`config.mk`:
```
export PLATFORM = sky130hd
export DESIGN_NAME = block_rms_meter_with_autocal
export DESIGN_NICKNAME = d
export VERILOG_FILES = /design/src/rtl/rmsac_pkg.sv /design/src/rtl/block_rms_meter_with_autocal.sv
export SDC_FILE = /design/constraint.sdc
export NUM_CORES = 1
export LEC_CHECK = 0
export ABC_CLOCK_PERIOD_IN_PS = 6750
export BUFFER_PORTS_ARGS = -buffer_cell sky130_fd_sc_hd__buf_4
export CELL_PAD_IN_SITES_DETAIL_PLACEMENT = 1
export CELL_PAD_IN_SITES_GLOBAL_PLACEMENT = 1
export CORE_MARGIN = 1
export CORE_UTILIZATION = 25
export DETAILED_ROUTE_END_ITERATION = 16
export PLACE_DENSITY = 0.6
export SETUP_SLACK_MARGIN = 0.15
export SLEW_MARGIN = 20
export SYNTH_ARGS = -nofsm -noshare
export SYNTH_HDL_FRONTEND = slang
export SYNTH_SLANG_ARGS = --single-unit
```
`constraint.sdc`:
```
create_clock -name clock -period 6.75 [get_ports clock]
set_clock_uncertainty 0.15 [all_clocks]
set_input_delay 0.675 -clock clock [delete_from_list [all_inputs] [get_ports clock]]
set_output_delay 0.675 -clock clock [all_outputs]
set_load 0.02 [all_outputs]
```
`src/rtl/rmsac_pkg.sv`:
```
// Constants and codes for the RMS meter with two-phase auto calibration.
// No dependencies; imported by block_rms_meter_with_autocal and the testbench.
package rmsac_pkg;

   localparam int ADC_BITS   = 10;
   localparam int FRAC_BITS  = 4;
   localparam int OFS_W      = 16;
   localparam int RAW_W      = ADC_BITS + 1;
   localparam int VAL_W      = ((RAW_W + FRAC_BITS > OFS_W) ? RAW_W + FRAC_BITS : OFS_W) + 1;
   localparam int PROD_W     = 2 * VAL_W;
   localparam int SQ_SUM_W   = 42;
   localparam int RAW_SUM_W  = 23;
   localparam int RAW_DIV_W  = RAW_SUM_W + FRAC_BITS;
   localparam int CNT_W      = 12;
   localparam int N_W        = CNT_W + 1;
   localparam int ROOT_W     = SQ_SUM_W / 2;
   localparam int SREM_W     = ROOT_W + 2;
   localparam int RMS_W      = 15;
   localparam int GHOST_W    = 10;
   localparam int PHASE_W    = 2;
   localparam int STEP_W     = 6;
   localparam int STATE_W    = 3;
   localparam int CSR_IDX_W  = 3;
   localparam int CSR_DATA_W = 12;

   localparam logic [CSR_IDX_W-1:0] CSR_SAMPLES_PER_BLOCK = 3'd0;
   localparam logic [CSR_IDX_W-1:0] CSR_MID_SCALE         = 3'd1;
   localparam logic [CSR_IDX_W-1:0] CSR_GHOST_THRESHOLD   = 3'd2;
   localparam logic [CSR_IDX_W-1:0] CSR_FIRST_CAL_TICKS   = 3'd3;
   localparam logic [CSR_IDX_W-1:0] CSR_SECOND_CAL_TICKS  = 3'd4;

   localparam logic [CNT_W-1:0]    RST_SAMPLES_PER_BLOCK = 12'd1000;
   localparam logic [ADC_BITS-1:0] RST_MID_SCALE         = ADC_BITS'(512);
   localparam logic [GHOST_W-1:0]  RST_GHOST_THRESHOLD   = 10'd40;
   localparam logic [CNT_W-1:0]    RST_FIRST_CAL_TICKS   = 12'd1500;
   localparam logic [CNT_W-1:0]    RST_SECOND_CAL_TICKS  = 12'd2500;

   localparam logic [PHASE_W-1:0] PH_IDLE = 2'd0;
   localparam logic [PHASE_W-1:0] PH_ZERO = 2'd1;
   localparam logic [PHASE_W-1:0] PH_RMS  = 2'd2;

   localparam logic [RMS_W-1:0]        RMS_MAX = 15'h7fff;
   localparam logic signed [OFS_W-1:0] OFS_MAX = 16'sh7fff;
   localparam logic signed [OFS_W-1:0] OFS_MIN = 16'sh8000;

endpackage

```
`src/rtl/block_rms_meter_with_autocal.sv`:
```
// RMS meter with two-phase auto calibration: bit-serial square, shared
// restoring divider and two-bit-per-step integer square root. Uses rmsac_pkg.
//
//   channel  direction  handshake           payload
//   req      in         req_valid/req_stall adc_sample, calibrate_request
//   rsp      out        rsp_valid/rsp_stall rms_voltage, calibration_phase
//   csr      in         csr_valid/csr_ready index, wdata
//
// An item that ends no block runs the bit-serial square, then accumulate
// and finish. A block-end item adds 42 divider steps for the mean square,
// 21 root steps and 27 divider steps for the raw mean.
// req_stall is high while an item is in work; a finished result waits in the
// output register, and the next block-end item holds in its last cycle until
// that result is taken. Reset is synchronous and needs no clearing pass.
module block_rms_meter_with_autocal
   import rmsac_pkg::*;
(
   input  logic                  clock,
   input  logic                  reset,
   input  logic                  req_valid,
   output logic                  req_stall,
   input  logic [ADC_BITS-1:0]   req_adc_sample,
   input  logic                  req_calibrate_request,
   output logic                  rsp_valid,
   input  logic                  rsp_stall,
   output logic [RMS_W-1:0]      rsp_rms_voltage,
   output logic [PHASE_W-1:0]    rsp_calibration_phase,
   input  logic                  csr_valid,
   output logic                  csr_ready,
   input  logic [CSR_IDX_W-1:0]  csr_index,
   input  logic [CSR_DATA_W-1:0] csr_wdata
);

   localparam logic [STATE_W-1:0] S_IDLE = 3'd0;
   localparam logic [STATE_W-1:0] S_MUL  = 3'd1;
   localparam logic [STATE_W-1:0] S_ACC  = 3'd2;
   localparam logic [STATE_W-1:0] S_DIVS = 3'd3;
   localparam logic [STATE_W-1:0] S_SQRT = 3'd4;
   localparam logic [STATE_W-1:0] S_DIVR = 3'd5;
   localparam logic [STATE_W-1:0] S_FIN  = 3'd6;

   function automatic logic [N_W-1:0] eff_count(input logic [CNT_W-1:0] v);
      return (v == '0) ? (N_W'(1) << CNT_W) : {1'b0, v};
   endfunction

   function automatic logic signed [OFS_W-1:0] neg_sat(input logic signed [OFS_W-1:0] v);
      return (v == OFS_MIN) ? OFS_MAX : -v;
   endfunction

   // configuration
   logic [CNT_W-1:0]    spb_ff, spb_in;
   logic [ADC_BITS-1:0] mid_ff, mid_in;
   logic [GHOST_W-1:0]  ghost_ff, ghost_in;
   logic [CNT_W-1:0]    first_ff, first_in;
   logic [CNT_W-1:0]    second_ff, second_in;

   // architectural state
   logic [STATE_W-1:0]          state_ff, state_in;
   logic [SQ_SUM_W-1:0]         sq_sum_ff, sq_sum_in;
   logic signed [RAW_SUM_W-1:0] raw_sum_ff, raw_sum_in;
   logic [CNT_W-1:0]            count_ff, count_in;
   logic signed [OFS_W-1:0]     zero_ofs_ff, zero_ofs_in;
   logic signed [OFS_W-1:0]     rms_ofs_ff, rms_ofs_in;
   logic signed [OFS_W-1:0]     lrm_ff, lrm_in;
   logic [RMS_W-1:0]            lsr_ff, lsr_in;
   logic [PHASE_W-1:0]          phase_ff, phase_in;
   logic [CNT_W-1:0]            ticks_ff, ticks_in;
   logic                        rsp_valid_ff, rsp_valid_in;

   // working registers
   logic [RMS_W-1:0]        rsp_rms_ff, rsp_rms_in;
   logic [PHASE_W-1:0]      rsp_phase_ff, rsp_phase_in;
   logic signed [RAW_W-1:0] raw_ff, raw_in;
   logic [VAL_W-1:0]        mcand_ff, mcand_in;
   logic [PROD_W:0]         prod_ff, prod_in;
   logic [STEP_W-1:0]       step_ff, step_in;
   logic [SQ_SUM_W-1:0]     q_ff, q_in;
   logic [N_W-1:0]          rem_ff, rem_in;
   logic [N_W-1:0]          n_ff, n_in;
   logic [ROOT_W-1:0]       root_ff, root_in;
   logic [SREM_W-1:0]       srem_ff, srem_in;
   logic                    req_ff, req_in;
   logic                    end_ff, end_in;
   logic                    neg_ff, neg_in;

   // combinational helpers
   logic signed [RAW_W-1:0]     raw_c;
   logic signed [VAL_W-1:0]     val_c;
   logic [VAL_W:0]              hi_sum;
   logic [SQ_SUM_W-1:0]         sq_sum_new;
   logic signed [RAW_SUM_W-1:0] raw_sum_new;
   logic [N_W-1:0]              n_c;
   logic [N_W:0]                div_rs, div_diff;
   logic                        div_ge;
   logic [SREM_W+1:0]           sq_rr, sq_trial, sq_diff;
   logic                        sq_ge;
   logic [RAW_SUM_W-1:0]        raw_mag;
   logic [RAW_DIV_W-1:0]        qmag;
   logic [ROOT_W:0]             scaled;
   logic [RMS_W-1:0]            lsr_c;
   logic signed [OFS_W-1:0]     lrm_c;
   logic signed [RMS_W+2:0]     fin_val;
   logic [RMS_W-1:0]            result_c;
   logic [PHASE_W-1:0]          ph;
   logic [N_W-1:0]              t_c;
   logic                        out_free;

   assign req_stall             = (state_ff != S_IDLE);
   assign csr_ready             = 1'b1;
   assign rsp_valid             = rsp_valid_ff;
   assign rsp_rms_voltage       = rsp_rms_ff;
   assign rsp_calibration_phase = rsp_phase_ff;
   assign out_free              = !rsp_valid_ff || !rsp_stall;

   always_comb begin
      raw_c = $signed({1'b0, req_adc_sample}) - $signed({1'b0, mid_ff});
      val_c = (VAL_W'(raw_c) <<< FRAC_BITS) + VAL_W'(zero_ofs_ff);

      hi_sum = prod_ff[0] ? (prod_ff[PROD_W:VAL_W] + {1'b0, mcand_ff})
                          : prod_ff[PROD_W:VAL_W];

      sq_sum_new  = sq_sum_ff + SQ_SUM_W'(prod_ff[PROD_W-1:0]);
      raw_sum_new = raw_sum_ff + RAW_SUM_W'(raw_ff);
      n_c         = {1'b0, count_ff} + N_W'(1);

      div_rs   = {rem_ff, q_ff[SQ_SUM_W-1]};
      div_diff = div_rs - {1'b0, n_ff};
      div_ge   = (div_rs >= {1'b0, n_ff});

      sq_rr    = {srem_ff, q_ff[SQ_SUM_W-1 -: 2]};
      sq_trial = (SREM_W+2)'({root_ff, 2'b01});
      sq_diff  = sq_rr - sq_trial;
      sq_ge    = (sq_rr >= sq_trial);

      raw_mag = raw_sum_ff[RAW_SUM_W-1] ? RAW_SUM_W'(-raw_sum_ff) : RAW_SUM_W'(raw_sum_ff);

      // block-end results
      scaled = {1'b0, root_ff} + {2'b00, root_ff[ROOT_W-1:1]};
      lsr_c  = (scaled > (ROOT_W+1)'(RMS_MAX)) ? RMS_MAX : scaled[RMS_W-1:0];
      qmag   = q_ff[RAW_DIV_W-1:0];
      if (neg_ff) begin
         lrm_c = (qmag > RAW_DIV_W'(32768)) ? OFS_MIN : OFS_W'(-qmag);
      end else begin
         lrm_c = (qmag > RAW_DIV_W'(32767)) ? OFS_MAX : OFS_W'(qmag);
      end
      fin_val = $signed({3'b000, lsr_c}) + (RMS_W+3)'(rms_ofs_ff);
      if (fin_val <= $signed({{(RMS_W+3-GHOST_W){1'b0}}, ghost_ff})) begin
         result_c = '0;
      end else if (fin_val > $signed({3'b000, RMS_MAX})) begin
         result_c = RMS_MAX;
      end else begin
         result_c = fin_val[RMS_W-1:0];
      end

      ph  = req_ff ? PH_ZERO : phase_ff;
      t_c = {1'b0, ticks_ff} + N_W'(1);
   end

   always_comb begin
      spb_in       = spb_ff;
      mid_in       = mid_ff;
      ghost_in     = ghost_ff;
      first_in     = first_ff;
      second_in    = second_ff;
      state_in     = state_ff;
      sq_sum_in    = sq_sum_ff;
      raw_sum_in   = raw_sum_ff;
      count_in     = count_ff;
      zero_ofs_in  = zero_ofs_ff;
      rms_ofs_in   = rms_ofs_ff;
      lrm_in       = lrm_ff;
      lsr_in       = lsr_ff;
      phase_in     = phase_ff;
      ticks_in     = ticks_ff;
      rsp_valid_in = rsp_valid_ff && rsp_stall;
      rsp_rms_in   = rsp_rms_ff;
      rsp_phase_in = rsp_phase_ff;
      raw_in       = raw_ff;
      mcand_in     = mcand_ff;
      prod_in      = prod_ff;
      step_in      = step_ff;
      q_in         = q_ff;
      rem_in       = rem_ff;
      n_in         = n_ff;
      root_in      = root_ff;
      srem_in      = srem_ff;
      req_in       = req_ff;
      end_in       = end_ff;
      neg_in       = neg_ff;

      if (csr_valid) begin
         unique case (csr_index)
            CSR_SAMPLES_PER_BLOCK: spb_in    = csr_wdata;
            CSR_MID_SCALE:         mid_in    = csr_wdata[ADC_BITS-1:0];
            CSR_GHOST_THRESHOLD:   ghost_in  = csr_wdata[GHOST_W-1:0];
            CSR_FIRST_CAL_TICKS:   first_in  = csr_wdata;
            CSR_SECOND_CAL_TICKS:  second_in = csr_wdata;
            default: ;
         endcase
      end

      unique case (state_ff) inside
         S_IDLE: begin
            if (req_valid) begin
               raw_in   = raw_c;
               req_in   = req_calibrate_request;
               mcand_in = val_c[VAL_W-1] ? VAL_W'(-val_c) : VAL_W'(val_c);
               prod_in  = (PROD_W+1)'(val_c[VAL_W-1] ? VAL_W'(-val_c) : VAL_W'(val_c));
               step_in  = '0;
               state_in = S_MUL;
            end
         end
         S_MUL: begin
            prod_in = {1'b0, hi_sum, prod_ff[VAL_W-1:1]};
            step_in = step_ff + STEP_W'(1);
            if (step_ff == STEP_W'(VAL_W-1)) begin
               state_in = S_ACC;
            end
         end
         S_ACC: begin
            raw_sum_in = raw_sum_new;
            n_in       = n_c;
            if (n_c >= eff_count(spb_ff)) begin
               end_in    = 1'b1;
               q_in      = sq_sum_new;
               sq_sum_in = '0;
               count_in  = '0;
               rem_in    = '0;
               step_in   = '0;
               state_in  = S_DIVS;
            end else begin
               end_in    = 1'b0;
               sq_sum_in = sq_sum_new;
               count_in  = n_c[CNT_W-1:0];
               state_in  = S_FIN;
            end
         end
         S_DIVS, S_DIVR: begin
            rem_in  = div_ge ? div_diff[N_W-1:0] : div_rs[N_W-1:0];
            q_in    = {q_ff[SQ_SUM_W-2:0], div_ge};
            step_in = step_ff + STEP_W'(1);
            if (state_ff == S_DIVS && step_ff == STEP_W'(SQ_SUM_W-1)) begin
               srem_in  = '0;
               root_in  = '0;
               step_in  = '0;
               state_in = S_SQRT;
            end else if (state_ff == S_DIVR && step_ff == STEP_W'(RAW_DIV_W-1)) begin
               state_in = S_FIN;
            end
         end
         S_SQRT: begin
            srem_in = sq_ge ? sq_diff[SREM_W-1:0] : sq_rr[SREM_W-1:0];
            root_in = {root_ff[ROOT_W-2:0], sq_ge};
            q_in    = q_ff << 2;
            step_in = step_ff + STEP_W'(1);
            if (step_ff == STEP_W'(ROOT_W-1)) begin
               neg_in     = raw_sum_ff[RAW_SUM_W-1];
               q_in       = SQ_SUM_W'(RAW_DIV_W'(raw_mag) << FRAC_BITS) << (SQ_SUM_W - RAW_DIV_W);
               raw_sum_in = '0;
               rem_in     = '0;
               step_in    = '0;
               state_in   = S_DIVR;
            end
         end
         S_FIN: begin
            if (!end_ff || out_free) begin
               phase_in = ph;
               if (end_ff) begin
                  lsr_in = lsr_c;
                  lrm_in = lrm_c;
               end
               if (ph == PH_ZERO) begin
                  zero_ofs_in = '0;
                  if (t_c >= eff_count(first_ff)) begin
                     zero_ofs_in = neg_sat(end_ff ? lrm_c : lrm_ff);
                     phase_in    = PH_RMS;
                     ticks_in    = '0;
                  end else begin
                     ticks_in = t_c[CNT_W-1:0];
                  end
               end else if (ph == PH_RMS) begin
                  rms_ofs_in = '0;
                  if (t_c >= eff_count(second_ff)) begin
                     rms_ofs_in = neg_sat($signed({1'b0, end_ff ? lsr_c : lsr_ff}));
                     phase_in   = PH_IDLE;
                     ticks_in   = '0;
                  end else begin
                     ticks_in = t_c[CNT_W-1:0];
                  end
               end
               if (phase_in == PH_RMS) begin
                  rms_ofs_in = '0;
               end
               if (end_ff) begin
                  rsp_valid_in = 1'b1;
                  rsp_rms_in   = result_c;
                  rsp_phase_in = phase_in;
               end
               state_in = S_IDLE;
            end
         end
         default: state_in = S_IDLE;
      endcase
   end

   always_ff @(posedge clock) begin
      if (reset) begin
         spb_ff       <= RST_SAMPLES_PER_BLOCK;
         mid_ff       <= RST_MID_SCALE;
         ghost_ff     <= RST_GHOST_THRESHOLD;
         first_ff     <= RST_FIRST_CAL_TICKS;
         second_ff    <= RST_SECOND_CAL_TICKS;
         state_ff     <= S_IDLE;
         sq_sum_ff    <= '0;
         raw_sum_ff   <= '0;
         count_ff     <= '0;
         zero_ofs_ff  <= '0;
         rms_ofs_ff   <= '0;
         lrm_ff       <= '0;
         lsr_ff       <= '0;
         phase_ff     <= PH_IDLE;
         ticks_ff     <= '0;
         rsp_valid_ff <= 1'b0;
      end else begin
         spb_ff       <= spb_in;
         mid_ff       <= mid_in;
         ghost_ff     <= ghost_in;
         first_ff     <= first_in;
         second_ff    <= second_in;
         state_ff     <= state_in;
         sq_sum_ff    <= sq_sum_in;
         raw_sum_ff   <= raw_sum_in;
         count_ff     <= count_in;
         zero_ofs_ff  <= zero_ofs_in;
         rms_ofs_ff   <= rms_ofs_in;
         lrm_ff       <= lrm_in;
         lsr_ff       <= lsr_in;
         phase_ff     <= phase_in;
         ticks_ff     <= ticks_in;
         rsp_valid_ff <= rsp_valid_in;
      end
   end

   always_ff @(posedge clock) begin
      rsp_rms_ff   <= rsp_rms_in;
      rsp_phase_ff <= rsp_phase_in;
      raw_ff       <= raw_in;
      mcand_ff     <= mcand_in;
      prod_ff      <= prod_in;
      step_ff      <= step_in;
      q_ff         <= q_in;
      rem_ff       <= rem_in;
      n_ff         <= n_in;
      root_ff      <= root_in;
      srem_ff      <= srem_in;
      req_ff       <= req_in;
      end_ff       <= end_in;
      neg_ff       <= neg_in;
   end

endmodule

```
==> impl_metrics.env, run 1 <==
export IMPL_place_hpwl_um=63900
export IMPL_grtUsageTotal_pct=15.1
export IMPL_grt_max_degree=93
export IMPL_grt_pass1_wl_um=138000
export IMPL_ys_seq_area_share_pct=36.6
export IMPL_finalSetupViolations=0
export IMPL_drt_wl_total_um=87600
export IMPL_fp_coreArea_mm2=0.111
export IMPL_clock_latency_ns=0.65
export IMPL_synth_most_common_cell="nand2_1"
export IMPL_vias_per_cell=4.99
export IMPL_p_leak_uw=0.0125
export IMPL_fin_nets=3530
export IMPL_synthTopCellsByArea="edfxtp_1 21%, dfxtp_1 15%, ha_1 10%, nand2_1 5.0%, a21oi_1 4.8%"
export IMPL_reg2reg_to="rsp_rms_voltage[5]"
export IMPL_path_class="reg -> reg"
export IMPL_final_setup_tns_ns=0
export IMPL_run_status="finished, final reports clean"
export IMPL_synth_seq_cells=415
export IMPL_synth_top_cell_by_area="edfxtp_1"
export IMPL_gp_congestion=0.827
export IMPL_htreeDepth=2
export IMPL_n_antenna_cell=0
export IMPL_yosysTopAreaCellShare_pct=21.4
export IMPL_vdd_drop_max_uv=281
export IMPL_overflow=0
export IMPL_fillers=13100
export IMPL_yosysUniqueCellTypes=95
export IMPL_cts_tree="built"
export IMPL_rr_worst_depth=25
export IMPL_worst_pin_slew_ns=1.05
export IMPL_yosys_warnings=0
export IMPL_numCtsBuffers=51
export IMPL_drc=0
export IMPL_p_total_uw=10800
export IMPL_fmax_mhz=160
export IMPL_die_w_um=338
export IMPL_r2r_setup_slack_ns=0.50
export IMPL_synthesis_nets=3535
export IMPL_avgSynthCellArea_um2=8.64
export IMPL_final_util_pct=28.8
export IMPL_port_buffers=49
export IMPL_slowest_delay_ns=0.50
export IMPL_synth_commonest_cells="379 x nand2_1, 270 x a21oi_1, 262 x nor2_1"
export IMPL_hold_violations=0
export IMPL_synth_edf_count=201
export IMPL_async_flop_share_pct=0
export IMPL_final_period_utilization_pct=92.7
export IMPL_clock_root_buffer="clkbuf_16"
export IMPL_rsz0062_at_grt="false"
export IMPL_cts_max_path_buffers=3
export IMPL_crit_path_start_kind="flop"
export IMPL_fp_row_count=122
export IMPL_arrival_ns=6.47
export IMPL_drive_gt1_share_pct=7.42
export IMPL_synthFlopType="dfxtp_1"
export IMPL_first_pass_iters=7
export IMPL_ios=51
export IMPL_clk_pin_slew_ns=0.06
export IMPL_r2r_start="root_ff[9]"
export IMPL_die_h_um=338
export IMPL_die_area_mm2=0.114
export IMPL_p_per_area_mw_per_mm2=336
export IMPL_dpl_worst_slack_ns=-0.109
export IMPL_drv_slew=0
export IMPL_wl_per_cell_um=18.3
export IMPL_postLayoutSetupSlackWorst_ns=0.495
export IMPL_max_slew_margin_pct=29.6
export IMPL_worstPathRequired_ns=6.97
export IMPL_crit_path_end_kind="flop"
export IMPL_period_minus_slack_ns=6.25
export IMPL_synth_area_mm2=0.0282
export IMPL_cp_max_fo=8
export IMPL_min_path_type="in -> reg"
export IMPL_clock_sinks=415
export IMPL_hold_path_endpoint="req_ff"
export IMPL_antenna_left=0
export IMPL_crit_path_top_delay_cell="or4_1"
export IMPL_postSynthCellCount=3264
export IMPL_drtIter0Drc=1236
export IMPL_hold_ws_ns=0.0895
export IMPL_cts_hold_buf=0
export IMPL_initial_core_util_pct=25.3
export IMPL_whs_path_depth=1
export IMPL_maxCapViolations=0
export IMPL_antenna_found_initial=4
export IMPL_grt_pass1_vias=24100
export IMPL_num_vias=23900
export IMPL_area_growth_pct=13.5
export IMPL_worstHoldStart="req_calibrate_request"
## metal layers
layer	up-vias	track usage, %	part of all wire [%]
li1	11800	-	-
met5	-	0	0.016
met1	11800	21.2	50
met3	82	1.54	2.4
met4	2	3.15	1.5
met2	203	25.1	46
## cell type report
type	instances	area, µm²	area share (%)
clock buffer	80	1500	4.68
clock inverter	15	190	0.594
sequential	415	10300	32.2
tap	1488	1860	5.82
timing repair buffer	89	697	2.18
inverter	185	694	2.17
multi-input combinational	2517	16700	52.3
## stage by stage
stage,cells,area (µm²)
after floorplan,3264,28200
after global placement,4693,30200
after detailed placement,4693,30200
after CTS,4789,31900
after global routing,4789,32000
final,4789,32000
## worst max-delay path, delay by kind of cell (launching register included)
family | cells | cell delay [ns]
XOR/XNOR | 1 | 0.16
AO/OA/AOI/OAI | 14 | 2.78
AND/OR/NAND/NOR | 6 | 1.32
buffers and inverters | 1 | 0.19
adder cells (fa/ha/maj) | 3 | 0.97
flip-flops | 1 | 0.41
## placed cells by master, fill, tap and decap left out, types with 10 or more instances in the layout
master     instances
o41ai_1           10
or4_1             11
clkbuf_16         52
o21a_1            27
mux2_2            17
xnor2_1          126
clkbuf_1          19
inv_1            178
nor4_1            34
xor2_1            98
ha_1             232
o21bai_1          18
a22oi_1           18
o31ai_1           23
or3_1             27
buf_4             86
o211ai_1          34
o21ai_1           49
nand3b_1          10
nand2_1          379
nor2b_1           52
o21ai_0          128
nand3_1          104
nor2_1           258
nand2b_1          33
or2_2             14
and4_1            10
a222oi_1          13
a31oi_1           42
edfxtp_1         201
dfxtp_1          214
nand4_1           34
mux2i_1           47
nor3_1            60
and2_1            25
a21oi_1          267
a211oi_1          36
and3_1            37
a21o_1            67
## timing repair
| item | in CTS | in global routing |
|---|---|---|
| setup endpoints to repair | 10 | 10 |
| buffers inserted | 1 | 0 |
| gates resized for setup | 3 | 14 |
| pin swaps | 1 | 3 |
| endpoints found under the hold margin | 0 | 0 |
## registers in the layout, indices dropped and copies added, names as in the netlist, 6 cells and up
| signal | count |
|---|---|
| step_ff | 6 |
| spb_ff | 12 |
| q_ff | 42 |
| first_ff | 12 |
| second_ff | 12 |
| count_ff | 12 |
| lrm_ff | 16 |
| zero_ofs_ff | 16 |
| rsp_rms_voltage | 15 |
| n_ff | 13 |
| mcand_ff | 17 |
| rms_ofs_ff | 16 |
| raw_sum_ff | 23 |
| lsr_ff | 15 |
| rem_ff | 13 |
| ghost_ff | 10 |
| sq_sum_ff | 42 |
| raw_ff | 11 |
| root_ff | 21 |
| mid_ff | 10 |
| prod_ff | 35 |
| ticks_ff | 12 |
| srem_ff | 23 |
## worst max-delay path by stage
stage	from	to	slack (ns)	depth (start not counted)
after global placement	root_ff[1]	rsp_rms_voltage[0]	0.09	26
final	root_ff[9]	rsp_rms_voltage[5]	0.50	25
after CTS	root_ff[9]	rsp_rms_voltage[1]	0.20	24
after global routing	root_ff[1]	rsp_rms_voltage[4]	0.10	27
after floorplan	root_ff[9]	rsp_rms_voltage[0]	0.27	25
after detailed placement	root_ff[1]	rsp_rms_voltage[1]	-0.11	25
## kinds of logic after synthesis
family | share of synthesized area, %
adder cells (fa/ha/maj) | 10.9
other | 0.0133
buffers and inverters | 4.51
flip-flops | 36.6
XOR/XNOR | 6.96
AND/OR/NAND/NOR | 19.1
AO/OA/AOI/OAI | 19.6
multiplexers | 2.35
## power by group
group          internal (µW)  switching, µW  total, µW
clock                   1610           1210       2810
combinational           1610           2570       4180
sequential              3280            484       3770
total                   6500           4260      10800
No activity file was read; power rests on OpenSTA's default activity.
==> run 2, diff against run 1 <==
- PLACE_DENSITY: 0.6 -> 0.56
==> run 2 against run 1 <==
Compared with the run above:
- non-clock buffer count up 3
- maximum frequency down 0.31%
- register-to-register slack worse by 0.02 ns
- sequential power about the same
- combinational power about the same
- largest cell class unchanged
- cell area up 0.25%
- critical path type unchanged
- die area unchanged
- utilization up 0.072 points
- total power up 1.5%
==> impl_metrics.env, run 2 (synthesis results as in run 1) <==
export IMPL_run_status="finished, final reports clean"
export IMPL_min_path_type="in -> reg"
export IMPL_htreeDepth=2
export IMPL_rsz0062_at_grt="false"
export IMPL_clock_latency_ns=0.64
export IMPL_die_w_um=338
export IMPL_ios=51
export IMPL_clock_sinks=415
export IMPL_whs_path_depth=1
export IMPL_drive_gt1_share_pct=7.68
export IMPL_numCtsBuffers=53
export IMPL_die_area_mm2=0.114
export IMPL_max_slew_margin_pct=26.5
export IMPL_num_vias=23900
export IMPL_antenna_found_initial=1
export IMPL_vdd_drop_max_uv=321
export IMPL_vias_per_cell=4.98
export IMPL_r2r_start="root_ff[1]"
export IMPL_clk_pin_slew_ns=0.06
export IMPL_grt_max_degree=73
export IMPL_final_period_utilization_pct=93.0
export IMPL_worstPathRequired_ns=6.97
export IMPL_overflow=0
export IMPL_worstHoldStart="req_calibrate_request"
export IMPL_initial_core_util_pct=25.3
export IMPL_cts_tree="built"
export IMPL_fp_coreArea_mm2=0.111
export IMPL_arrival_ns=6.49
export IMPL_placed_cell_area_mm2=0.0302
export IMPL_r2r_setup_slack_ns=0.48
export IMPL_drv_slew=0
export IMPL_first_pass_iters=6
export IMPL_switching_share_pct=39.1
export IMPL_grt_pass1_wl_um=140000
export IMPL_p_leak_uw=0.0125
export IMPL_drc=0
export IMPL_drtIter0Drc=1126
export IMPL_fp_row_count=122
export IMPL_crit_path_start_kind="flop"
export IMPL_share_comb_of_total_power_pct=38.2
export IMPL_maxCapViolations=0
export IMPL_finish_instance_area_mm2=0.0321
export IMPL_period_minus_slack_ns=6.27
export IMPL_stdcell_count=4798
export IMPL_worst_pin_slew_ns=1.10
export IMPL_place_hpwl_um=65000
export IMPL_gp_congestion=0.802
export IMPL_p_per_area_mw_per_mm2=340
export IMPL_reg2reg_to="rsp_rms_voltage[6]"
export IMPL_rr_worst_depth=27
export IMPL_p_clk_share_pct=27.4
export IMPL_die_h_um=338
export IMPL_antenna_left=0
export IMPL_hold_violations=0
export IMPL_power_share_sequential_pct=34.4
export IMPL_cts_max_path_buffers=3
export IMPL_switchingPower_uw=4270
export IMPL_final_common_cell="nand2_1"
export IMPL_drt_wl_total_um=88400
export IMPL_crit_path_end_kind="flop"
export IMPL_grtUsageTotal_pct=15.4
export IMPL_power_internal_uw=6650
export IMPL_hold_path_endpoint="req_ff"
export IMPL_fin_nets=3535
export IMPL_fmax_mhz=159
export IMPL_mostFrequentLayoutCells="379 x nand2_1, 268 x a21oi_1, 258 x nor2_1"
export IMPL_area_growth_pct=13.8
export IMPL_grt_pass1_vias=24100
export IMPL_port_buffers=49
export IMPL_finalSetupViolations=0
export IMPL_cp_max_fo=10
export IMPL_path_class="reg -> reg"
export IMPL_clock_root_buffer="clkbuf_16"
export IMPL_largest_registers="q_ff (42), sq_sum_ff (42), prod_ff (35)"
export IMPL_wl_per_cell_um=18.4
export IMPL_place_inst=4695
-- run 2: area by class of cell --
type,instances,area [µm²]
clock buffers,75,1520
diodes,2,5.00
clock inverters,24,275
repair buffers,92,694
multi-input cells,2517,16700
inverters,185,694
well taps,1488,1860
fillers,13100,79200
flip-flops and latches,415,10300
-- run 2: worst max-delay path, stage by stage (launching register included) --
cell,delay [ns]
edfxtp_1,0.42
ha_1,0.24
inv_1,0.08
fa_1,0.21
nor2b_1,0.09
o31ai_2,0.27
a211o_1,0.23
a21oi_1,0.10
or4_1,0.50
a221oi_2,0.32
and3_4,0.30
buf_4,0.18
nand2_1,0.07
ha_1,0.33
a21oi_2,0.17
o21ai_1,0.10
a31o_2,0.27
a41oi_1,0.27
nor2b_1,0.20
xnor2_1,0.16
ha_1,0.30
a21oi_1,0.16
o21ai_0,0.10
o31ai_1,0.09
nand4_1,0.13
buf_4,0.19
o311ai_0,0.30
nand2_1,0.09
-- run 2: worst max-delay path by stage --
stage	slack [ns]	from	depth (start not counted)	to
after CTS	0.21	root_ff[1]	27	rsp_rms_voltage[1]
after global placement	0.08	root_ff[1]	26	rsp_rms_voltage[0]
after detailed placement	-0.1	root_ff[1]	26	rsp_rms_voltage[1]
after global routing	0.15	root_ff[1]	27	rsp_rms_voltage[6]
after floorplan	0.27	root_ff[9]	25	rsp_rms_voltage[0]
final	0.48	root_ff[1]	27	rsp_rms_voltage[6]
-- run 2: routing by layer --
layer / vias to the layer above / track usage (%) / share of wire (%)
li1: 11800 / - / -
met1: 11700 / 21.9 / 50
met2: 244 / 24.8 / 45
met3: 96 / 1.49 / 2.6
met4: 0 / 3.96 / 2.1
met5: - / 0 / 0
-- run 2: power groups by stage --
| stage | logic, µW | clock network [µW] | registers, µW |
|---|---|---|---|
| detailed placement | 4180 | 0 | 3810 |
| global route | 4680 | 3170 | 3810 |
| finish | 4170 | 2990 | 3760 |
| floorplan | 3160 | 0 | 3540 |
| global placement | 4130 | 0 | 3810 |
| CTS | 4200 | 3080 | 3760 |
-- run 2: repair_timing --
| item | in CTS | in global routing |
|---|---|---|
| endpoints found under the setup margin | 10 | 10 |
| hold buffers | 0 | 0 |
| setup buffers | 1 | 1 |
| gates resized for setup | 2 | 8 |
| pin swaps | 1 | 0 |
-- run 2: through the flow --
stage                     hold slack (ns)  setup slack (ns)  utilization, %  total power, µW  setup TNS (ns)
final                              0.0828             0.476            28.8            10900               0
after detailed placement            0.299           -0.0962            27.2             7980          -0.235
after CTS                          0.0465             0.209            28.8            11000               0
after global routing               0.0589             0.154            28.8            11700               0
after global placement              0.286            0.0754            27.2             7940               0
after floorplan                     0.272             0.274               -             6700               0
